`config.mk`:
```
export PLATFORM = sky130hd
export DESIGN_NAME = min_priority_queue
export DESIGN_NICKNAME = d
export VERILOG_FILES = /design/src/rtl/mpq_pkg.sv /design/src/rtl/mpq_cell.sv /design/src/rtl/min_priority_queue.sv
export VERILOG_INCLUDE_DIRS = /design/src /design/src/rtl
export SDC_FILE = /design/constraint.sdc
export NUM_CORES = 2
export LEC_CHECK = 0
export BUFFER_PORTS_ARGS = -buffer_cell sky130_fd_sc_hd__buf_2
export CORE_MARGIN = 2
export CORE_UTILIZATION = 64
export DETAILED_ROUTE_END_ITERATION = 6
export MAX_ROUTING_LAYER = met4
export PLACE_DENSITY = 0.8
export SLEW_MARGIN = 30
export SYNTH_ARGS = -nofsm -noshare
export SYNTH_HDL_FRONTEND = slang
export SYNTH_SLANG_ARGS = --single-unit
export TNS_END_PERCENT = 5
```
`constraint.sdc`:
```
create_clock -name i_clk -period 9.89 [get_ports i_clk]
set_input_delay 0.4945 -clock i_clk [delete_from_list [all_inputs] [get_ports i_clk]]
set_output_delay 0.4945 -clock i_clk [all_outputs]
set_load 0.05 [all_outputs]
```
`src/rtl/min_priority_queue_defines.svh`:
```
// assertion helpers for the rtl files (used by min_priority_queue.sv)
`ifndef MIN_PRIORITY_QUEUE_DEFINES_SVH
`define MIN_PRIORITY_QUEUE_DEFINES_SVH

// clocked assertion, masked while reset is held
`define MPQ_ASSERT(lbl, prop, msg) \
    lbl: assert property (@(posedge i_clk) disable iff (!i_rst_n) prop) else $error(msg);

// clocked assertion that also holds during reset
`define MPQ_ASSERT_ALWAYS(lbl, prop, msg) \
    lbl: assert property (@(posedge i_clk) prop) else $error(msg);

`endif

```
`src/rtl/mpq_pkg.sv`:
```
`timescale 1ns / 1ps

package mpq_pkg;

    // number of cells in the chain
    localparam int CAPACITY = 16;
    localparam int CNT_W    = $clog2(CAPACITY + 1);
    localparam int KEY_W    = 32;
    localparam int VAL_W    = 32;

    // operation codes
    localparam logic FUNC_PUSH = 1'b0;
    localparam logic FUNC_POP  = 1'b1;

    // result status codes
    localparam logic [1:0] ST_DONE  = 2'd0;
    localparam logic [1:0] ST_FULL  = 2'd1;
    localparam logic [1:0] ST_EMPTY = 2'd2;

    // one held entry
    typedef struct packed {
        logic signed [KEY_W-1:0] key;
        logic signed [VAL_W-1:0] value;
    } t_entry;

    // per-cycle control broadcast to every cell
    typedef struct packed {
        logic push;
        logic pop;
    } t_cell_ctl;

endpackage

```
`src/rtl/mpq_cell.sv`:
```
`timescale 1ns / 1ps

module mpq_cell (
    input  logic               i_clk,
    input  mpq_pkg::t_cell_ctl i_ctl,
    input  mpq_pkg::t_entry    i_new,
    input  mpq_pkg::t_entry    i_prev,
    input  logic               i_prev_ins,
    input  mpq_pkg::t_entry    i_next,
    input  logic               i_occ,
    output mpq_pkg::t_entry    o_entry,
    output logic               o_ins
);
    import mpq_pkg::*;

    t_entry r_ent;
    t_entry n_ent;

    // new entry goes here or earlier when this slot is free or holds a larger key
    assign o_ins   = !i_occ || (r_ent.key > i_new.key);
    assign o_entry = r_ent;

    // shift down on insert, shift up on pop
    always_comb begin
        n_ent = r_ent;
        if (i_ctl.push) begin
            if (i_prev_ins) begin
                n_ent = i_prev;
            end else if (o_ins) begin
                n_ent = i_new;
            end
        end else if (i_ctl.pop) begin
            n_ent = i_next;
        end
    end

    always_ff @(posedge i_clk) begin
        r_ent <= n_ent;
    end

endmodule

```
`src/rtl/min_priority_queue.sv`:
```
// result path: an accepted request's status is registered, then moved into the output register
// throughput: one push or pop per cycle unless the output is stalled; the cell chain
// updates on acceptance and the result is then read from the chain into the output register
// reset: synchronous active low, empties the queue and drops any pending result;
// entry storage itself is not cleared
`timescale 1ns / 1ps
`include "min_priority_queue_defines.svh"

module min_priority_queue (
    input  logic        i_clk,
    input  logic        i_rst_n,
    input  logic        i_s_tvalid,
    output logic        o_s_tready,
    input  logic [63:0] i_s_tdata,  // key[31:0], value[63:32]
    input  logic [0:0]  i_s_tuser,  // func[0]
    output logic        o_m_tvalid,
    input  logic        i_m_tready,
    output logic [71:0] o_m_tdata,  // front_value[31:0], back_value[63:32],
                                    // count[68:64], empty_res[69], zero pad[71:70]
    output logic [1:0]  o_m_tuser   // status[1:0]
);
    import mpq_pkg::*;

    logic [CNT_W-1:0] r_count;
    logic [CNT_W-1:0] n_count;
    logic             r_fin;
    logic [1:0]       r_fin_status;
    logic             r_out_valid;
    logic [1:0]       r_out_status;
    logic [VAL_W-1:0] r_out_front;
    logic [VAL_W-1:0] r_out_back;
    logic [CNT_W-1:0] r_out_count;

    logic             w_acc;
    logic             w_full;
    logic             w_empty;
    logic             w_do_push;
    logic             w_do_pop;
    logic             w_load;
    logic [1:0]       w_status;
    t_entry           w_new;
    t_cell_ctl        w_ctl;
    logic [VAL_W-1:0] w_front;
    logic [VAL_W-1:0] w_back;

    t_entry w_ent  [CAPACITY];
    t_entry w_prev [CAPACITY];
    t_entry w_next [CAPACITY];
    logic   w_ins  [CAPACITY];
    logic   w_pins [CAPACITY];
    logic   w_occ  [CAPACITY];
    logic   w_last [CAPACITY];

    // request decode
    assign w_acc     = i_s_tvalid && o_s_tready;
    assign w_full    = (r_count == CNT_W'(CAPACITY));
    assign w_empty   = (r_count == '0);
    assign w_do_push = w_acc && (i_s_tuser[0] == FUNC_PUSH) && !w_full;
    assign w_do_pop  = w_acc && (i_s_tuser[0] == FUNC_POP) && !w_empty;
    assign w_new.key   = i_s_tdata[31:0];
    assign w_new.value = i_s_tdata[63:32];
    assign w_ctl.push  = w_do_push;
    assign w_ctl.pop   = w_do_pop;

    always_comb begin
        w_status = ST_DONE;
        if (i_s_tuser[0] == FUNC_PUSH) begin
            if (w_full) begin
                w_status = ST_FULL;
            end
        end else if (w_empty) begin
            w_status = ST_EMPTY;
        end
    end

    // cell chain
    for (genvar g = 0; g < CAPACITY; g++) begin : g_cell
        assign w_occ[g] = (r_count > CNT_W'(g));
        if (g == 0) begin : g_head
            assign w_prev[g] = w_ent[g];
            assign w_pins[g] = 1'b0;
        end else begin : g_body
            assign w_prev[g] = w_ent[g-1];
            assign w_pins[g] = w_ins[g-1];
        end
        if (g == CAPACITY - 1) begin : g_tail
            assign w_next[g] = w_ent[g];
            assign w_last[g] = w_occ[g];
        end else begin : g_inner
            assign w_next[g] = w_ent[g+1];
            assign w_last[g] = w_occ[g] && (r_count == CNT_W'(g + 1));
        end

        mpq_cell u_cell (
            .i_clk      (i_clk),
            .i_ctl      (w_ctl),
            .i_new      (w_new),
            .i_prev     (w_prev[g]),
            .i_prev_ins (w_pins[g]),
            .i_next     (w_next[g]),
            .i_occ      (w_occ[g]),
            .o_entry    (w_ent[g]),
            .o_ins      (w_ins[g])
        );
    end

    // count update
    always_comb begin
        n_count = r_count;
        if (w_do_push) begin
            n_count = r_count + CNT_W'(1);
        end else if (w_do_pop) begin
            n_count = r_count - CNT_W'(1);
        end
    end

    // front and back readout from the chain
    always_comb begin
        w_front = w_occ[0] ? w_ent[0].value : '0;
        w_back  = '0;
        for (int i = 0; i < CAPACITY; i++) begin
            w_back = w_back | (w_ent[i].value & {VAL_W{w_last[i]}});
        end
    end

    // result stage handshake
    assign w_load     = r_fin && (!r_out_valid || i_m_tready);
    assign o_s_tready = !r_fin || !r_out_valid || i_m_tready;

    always_ff @(posedge i_clk) begin
        if (!i_rst_n) begin
            r_count     <= '0;
            r_fin       <= 1'b0;
            r_out_valid <= 1'b0;
        end else begin
            r_count <= n_count;
            if (w_acc) begin
                r_fin <= 1'b1;
            end else if (w_load) begin
                r_fin <= 1'b0;
            end
            if (w_load) begin
                r_out_valid <= 1'b1;
            end else if (i_m_tready) begin
                r_out_valid <= 1'b0;
            end
        end
    end

    // payload registers
    always_ff @(posedge i_clk) begin
        if (w_acc) begin
            r_fin_status <= w_status;
        end
        if (w_load) begin
            r_out_status <= r_fin_status;
            r_out_front  <= w_front;
            r_out_back   <= w_back;
            r_out_count  <= r_count;
        end
    end

    assign o_m_tvalid = r_out_valid;
    assign o_m_tuser  = r_out_status;
    assign o_m_tdata  = {2'b00, (r_out_count == '0), r_out_count, r_out_back, r_out_front};

    // checks
    `MPQ_ASSERT(a_count_range, r_count <= CNT_W'(CAPACITY), "held count beyond capacity")
    `MPQ_ASSERT(a_reject_holds, (w_acc && !w_do_push && !w_do_pop) |=> $stable(r_count),
        "rejected request changed the count")
    `MPQ_ASSERT(a_full_status, (w_load && (r_fin_status == ST_FULL)) |-> w_full,
        "full status with room left")
    `MPQ_ASSERT(a_empty_front, (w_load && w_empty) |-> (w_front == '0 && w_back == '0),
        "empty queue shows nonzero values")

endmodule
```
Word-level counts from Yosys, hierarchy flattened
Cells that the tools add are included.
Widths: inputs -> output; s select.
Storage, ports and cells
  input bits: 69
  output and inout port bits: 76
  word-level logic and storage cells: 289
  bits in registers: 1104
Cells by class
  multiplexer cells: 70
  $lt $le $gt $ge: 32
  add/subtract/negate cells: 2
  bitwise operators: 32
  reduce and logical (&&, ||, !) cells: 82
  equality and inequality tests: 31
Operator list (number)
  $mux 64: 61
  $and 32x32->32: 16
  $gt 32x32->1: 16
  $or 32x32->32: 15
  $ne 3x1->1 const B: 14
  $eq 5x4->1 const B: 8
  $gt 5x4->1 const B: 8
  $reduce_and 2->1: 16
  $logic_and 1x1->1: 21
  $eq 5x3->1 const B: 4
  $gt 5x3->1 const B: 4
  $logic_not 1->1: 20
  $logic_or 1x1->1: 19
  $eq 5x2->1 const B: 2
  $gt 5x1->1 const B: 2
  $gt 5x2->1 const B: 2
  $logic_not 5->1: 2
  $mux 5: 2
  $reduce_bool 2->1: 4
  $add 5x1->5 const B: 1
  $eq 5x1->1 const B: 1
  $eq 5x5->1 const B: 1
  $mux 1: 5
  $sub 5x1->5 const B: 1
  3 further kinds: 4

Logic depth before layout (Yosys ltp)
  depth after elaboration: 18
  mapped depth: 13
  mapped depth without buffers: 10

Hierarchy
Synthesis repeated with hierarchy kept, for this count alone.
Unflattened totals
  cells, all modules: 7135
  area total of the unflattened synthesis: 72136.7 um^2
Modules (own cells, without submodules)
  mpq_cell: cells each 407, seq. area each 1921.8 um^2, area each 4119.0 um^2, times used 16
  min_priority_queue: cells each 623, seq. area each 2332.2 um^2, area each 6233.5 um^2, times used 1

Least setup slack after synthesis
OpenSTA, ideal clock, no wires.
  path type: in2reg
  start point: input port i_s_tdata[21]
  end point: register g_cell[13].u_cell.r_ent (netlist bit g_cell[13].u_cell.o_entry[0]), enable pin
  data required time: 9366 ps
  stages: 11
  library setup time: 524 ps
  path slack: 2723 ps
  arrival: 6643 ps
  buffers on the path: 2
  cells stage by stage: clkbuf_1 inv_1 ha_1 a21o_1 a21o_1 a221o_1 a2111o_1 a2111oi_1 a311oi_2 buf_2 a31oi_1
On the way
  word-level cells in the longest chain between the ends: 4
  elaborated cells between the ends (all ways): 6
  classes of those cells: order compare (2); eq/ne (1); reduce/logical (3)
RTL lines
  from (decl): line min_priority_queue.sv:14  | input logic [63:0] i_s_tdata,
  $gt 32x32->1: line mpq_cell.sv:20  | assign o_ins = !i_occ || (r_ent.key > i_new.key);
  $logic_or 1x1->1: line mpq_cell.sv:20
  $ne 3x1->1 (no source line) *
  $reduce_and 2->1 (no source line) *
  to (signal assigned): line mpq_cell.sv:38  | r_ent <= n_ent;
  to (decl): line mpq_cell.sv:16  | t_entry r_ent;
Every way passes the cells marked *; elsewhere a longest branch is shown, timed or not.
A chain may end at the register's enable or synchronous reset.

==> impl_metrics.csv <==
group,metric,value,unit
logic_synthesis,synthFlopType,"sky130_fd_sc_hd__edfxtp_1",
detailed_routing,drt_pass1_iterations,7,
logic_synthesis,ys_top_cells_by_area,"sky130_fd_sc_hd__edfxtp_1 (49%), sky130_fd_sc_hd__ha_1 (9.6%), sky130_fd_sc_hd__mux2i_1 (8.0%)",
detailed_routing,drtIter0Drc,10200,
global_routing,antenna_found_initial,12,
global_routing,groute.usage.overall,44.5,%
final_layout,fin_nets,7029,
logic_synthesis,synth_largest_area_cell,"sky130_fd_sc_hd__edfxtp_1",
logic_synthesis,compound_cell_area_share_of_the_yosys_netlist,15.4,%
cts,cts.reportedPaths.clkPinSlew,0.06,ns
run_status,outcome,"complete, but fails checks",
place,hpwl,149000,microns
global_routing,first_global_vias,54400,
sta,finalSetupViolCount,0,
floorplanning,dieWidth,329,microns
sta,setup_tns_final,0,ns
critical_path,category_of_the_most_critical_setup_path,"register to register",
place,place_area,69200,sq um
logic_synthesis,synth_top_area_share,48.9,%
sta,maxSlewHeadroom,26.7,%
final_layout,syn2layout_area_growth,8.50,%
detailed_routing,drt-total-wl,238000,microns
pwr,p_leak,28.0,nW
worst_hold_path,hold-path-cell-count,2,
logic_synthesis,ys_types,71,
critical_path,rr_worst_depth,11,
pwr,p_per_area,302,nW/um^2
logic_synthesis,yosysWarnings,0,
logic_synthesis,synthXorXnorAreaFrac,0.0390,%
cts,clock_path_buffers,3,
sta,max_freq,0.177,GHz
logic_synthesis,synth_seq_cells,1104,
floorplanning,floorplan.initialDensity,64.3,%
floorplanning,die-area,108000,sq um
cts,cts.htree.levels,3,
logic_synthesis,synth-simple-area-share,13.5,%
critical_path,arrival,6.09,ns
detailed_routing,via_total_after_detailed_routing,57500,
floorplanning,ios,145,
logic_synthesis,post_synth_fa_ha_maj_area_fraction,9.62,%
final_layout,final_std_cell_area_no_fill,73100,sq um
detailed_routing,vias_per_cell,7.24,
logic_synthesis,postSynthCellCount,6565,
critical_path,worstSetupEndpointType,"register",
flow_run,drv_cap,0,
detailed_routing,drcViolationCount,21,
floorplanning,num_rows,119,
logic_synthesis,synth_top_family_by_area,"compound AO/OA/AOI/OAI gates",
logic_synthesis,async_flop_share,0,%
logic_synthesis,synth.yosys.seq_area_share,49.1,%
sta,timing.final.max_slew_violations,0,
floorplanning,die_height,329,microns
cts,cts_num_sinks,1104,
run_status,violations,"design-rule violations",
critical_path,worst_setup_path_start_kind,"register",
global_routing,grt-ovfl-total,0,
place,port_buffers,142,
global_routing,global_route_wire_length_before_repair,349000,microns
final_layout,final_util,69.8,%
cts,tritoncts,"yes",
worst_hold_path,timing.hold.worst.class,"primary input to register",
final_layout,layout_fillers,7707,
detailed_routing,average_detailed_routed_wire_length_per_instance,30.0,microns
detailed_routing,antenna_left,0,
final_layout,layout-drive-gt1-share,8.23,%
pwr,power.ir.vdd_worst,0.402,mV
cts,cts_made_buffers,117,
sta,post-route-period-util,57.2,%
sta,timing_hold_violations_final,0,
global_routing,grt_max_degree,265,
floorplanning,core-area,105000,sq um
cts,ctsRootBufferMaster,"sky130_fd_sc_hd__clkbuf_16",
logic_synthesis,netlist_area,67400,sq um
sta,rsz0062_at_grt,"no",
cts,source_to_sink_clock_delay_at_the_later_pin_of_the_worst_skew_pair,0.76,ns
place,finalWeightedCongestion,1.01,
sta,fin_hold_ws,0.0805,ns
logic_synthesis,count_of_flip_flops_with_a_built_in_enable_after_synthesis,1097,
logic_synthesis,synth_mux_area_share,9.08,%
critical_path,worstPathRequired,10.33,ns
logic_synthesis,synth_area_per_cell,10.3,sq um
sta,worst_slew_pin_slew,1.10,ns
sta,fin_skew,0.0499,ns
critical_path,crit_path_max_fanout,36,
sta,period_minus_slack,5.66,ns
-- timing repair --
action / 4_1_cts / 5_1_grt
hold buffers: 1 / 0
gates resized for setup: 0 / 0
hold endpoints to repair: 1 / 0
setup buffers: 0 / 0
-- cell type report --
cell class | count | area [sq um] | area share [%]
diodes | 14 | 35.0 | 0.0479
clock buffers | 138 | 3050 | 4.17
clock inverters | 78 | 676 | 0.924
inverters | 70 | 263 | 0.359
multi-input cells | 4905 | 32600 | 44.5
flip-flops and latches | 1104 | 33100 | 45.2
well taps | 1391 | 1740 | 2.38
repair buffers | 244 | 1720 | 2.35
-- path summary, 6_finish.rpt --
| kind | startpoint | to | slack [ns] |
|---|---|---|---|
| max | g_cell[7].u_cell.o_entry[63] | g_cell[8].u_cell.o_entry[16] | 4.23 |
| min reg2reg | r_fin | o_m_tvalid | 0.51 |
| max reg2reg | g_cell[7].u_cell.o_entry[63] | g_cell[8].u_cell.o_entry[16] | 4.23 |
| min | i_rst_n | o_m_tvalid | 0.08 |
-- synthesized netlist by cell type (15+ instances only) --
master and instances:
sky130_fd_sc_hd__nand2_1 1206, sky130_fd_sc_hd__edfxtp_1 1097, sky130_fd_sc_hd__mux2i_1 537, sky130_fd_sc_hd__ha_1 518, sky130_fd_sc_hd__a21oi_1 494, sky130_fd_sc_hd__o21ai_0 466
sky130_fd_sc_hd__clkbuf_1 391, sky130_fd_sc_hd__nand3_1 334, sky130_fd_sc_hd__o211ai_1 274, sky130_fd_sc_hd__nor2_1 208, sky130_fd_sc_hd__a22oi_1 144, sky130_fd_sc_hd__nand4_1 120
sky130_fd_sc_hd__o21ai_1 116, sky130_fd_sc_hd__nor2b_1 72, sky130_fd_sc_hd__inv_1 70, sky130_fd_sc_hd__mux2_2 65, sky130_fd_sc_hd__a21o_1 50, sky130_fd_sc_hd__buf_2 47
sky130_fd_sc_hd__a222oi_1 30, sky130_fd_sc_hd__a221oi_1 29, sky130_fd_sc_hd__and3_1 26, sky130_fd_sc_hd__buf_1 25, sky130_fd_sc_hd__nor3_1 22, sky130_fd_sc_hd__buf_4 21
sky130_fd_sc_hd__a221o_1 16, sky130_fd_sc_hd__a31oi_1 15, sky130_fd_sc_hd__nor4_1 15
-- worst max-delay path: stages, from the launching register on --
cell	delay, ns
sky130_fd_sc_hd__edfxtp_1	0.44
sky130_fd_sc_hd__ha_1	0.57
sky130_fd_sc_hd__nand4_1	0.50
sky130_fd_sc_hd__nor4_2	0.73
sky130_fd_sc_hd__nor3b_1	0.57
sky130_fd_sc_hd__nand2_1	0.12
sky130_fd_sc_hd__a31o_2	0.30
sky130_fd_sc_hd__a21oi_4	0.12
sky130_fd_sc_hd__buf_4	0.75
sky130_fd_sc_hd__buf_4	0.81
sky130_fd_sc_hd__mux2i_1	0.27
sky130_fd_sc_hd__o21ai_0	0.11
-- cell families after synthesis --
group	after synthesis
mux	603
other cells	1
flops	1104
simple gates	2070
compound gates	1709
xor+xnor	3
buf+inv	557
fa+ha+maj	518
-- power breakdown --
group / switching (mW) / total [mW] / internal, mW
sequential: 1.41 / 8.85 / 7.44
clock: 1.98 / 4.39 / 2.41
combinational: 6.06 / 8.82 / 2.76
-- cell usage in the layout (no fill, tap or decap), types with 8 or more instances in the layout --
cell type / n
sky130_fd_sc_hd__a211oi_1: 13
sky130_fd_sc_hd__buf_6: 10
sky130_fd_sc_hd__a21o_1: 50
sky130_fd_sc_hd__buf_4: 78
sky130_fd_sc_hd__o211ai_1: 274
sky130_fd_sc_hd__a221o_1: 16
sky130_fd_sc_hd__o21a_1: 8
sky130_fd_sc_hd__clkinv_2: 24
sky130_fd_sc_hd__nor2_1: 195
sky130_fd_sc_hd__nor4bb_1: 12
sky130_fd_sc_hd__nor4_1: 9
sky130_fd_sc_hd__o21ai_1: 116
sky130_fd_sc_hd__a31oi_4: 8
sky130_fd_sc_hd__diode_2: 14
sky130_fd_sc_hd__o21ai_0: 466
sky130_fd_sc_hd__and3_1: 23
sky130_fd_sc_hd__a222oi_1: 30
sky130_fd_sc_hd__clkinv_1: 33
sky130_fd_sc_hd__and4_1: 13
sky130_fd_sc_hd__nand4_1: 120
sky130_fd_sc_hd__nand2_1: 1203
sky130_fd_sc_hd__mux2_2: 65
sky130_fd_sc_hd__a21oi_1: 487
sky130_fd_sc_hd__and2_1: 8
sky130_fd_sc_hd__a22oi_1: 144
sky130_fd_sc_hd__nor2b_1: 71
sky130_fd_sc_hd__bufinv_16: 8
sky130_fd_sc_hd__nand3_1: 332
sky130_fd_sc_hd__nor3_1: 19
sky130_fd_sc_hd__edfxtp_1: 1097
sky130_fd_sc_hd__mux2i_1: 537
sky130_fd_sc_hd__buf_2: 142
sky130_fd_sc_hd__nor2_4: 13
sky130_fd_sc_hd__buf_12: 8
sky130_fd_sc_hd__clkbuf_16: 119
sky130_fd_sc_hd__clkbuf_1: 19
sky130_fd_sc_hd__ha_1: 517
sky130_fd_sc_hd__inv_1: 70
sky130_fd_sc_hd__a221oi_1: 29
-- stage by stage --
stage               power (mW)  cells  setup WS [ns]
global route              22.8   7940           4.36
global placement          16.9   7706           3.72
finish                    22.1   7944           4.23
floorplan                 13.9   6566           2.72
detailed placement        17.2   7710           3.81
CTS                       21.6   7927           4.43
-- sequential cells by signal, summed over array words and instances (netlist names) --
name / flops
g_cell.u_cell.o_entry: 1024
r_out_back: 32
r_out_front: 32
r_count: 5
r_out_count: 5
o_m_tuser: 2
r_fin_status: 2
o_m_tvalid: 1
r_fin: 1
-- layer usage --
metal / vias up / part of all wire, % / track usage, %
li1: 24600 / - / -
met1: 27200 / 36 / 57.9
met3: 1025 / 15 / 13.3
met4: 0 / 6.1 / 22.9
met5: - / 0 / -
met2: 4700 / 43 / 63.1
Power figures use the tool's default switching activity.
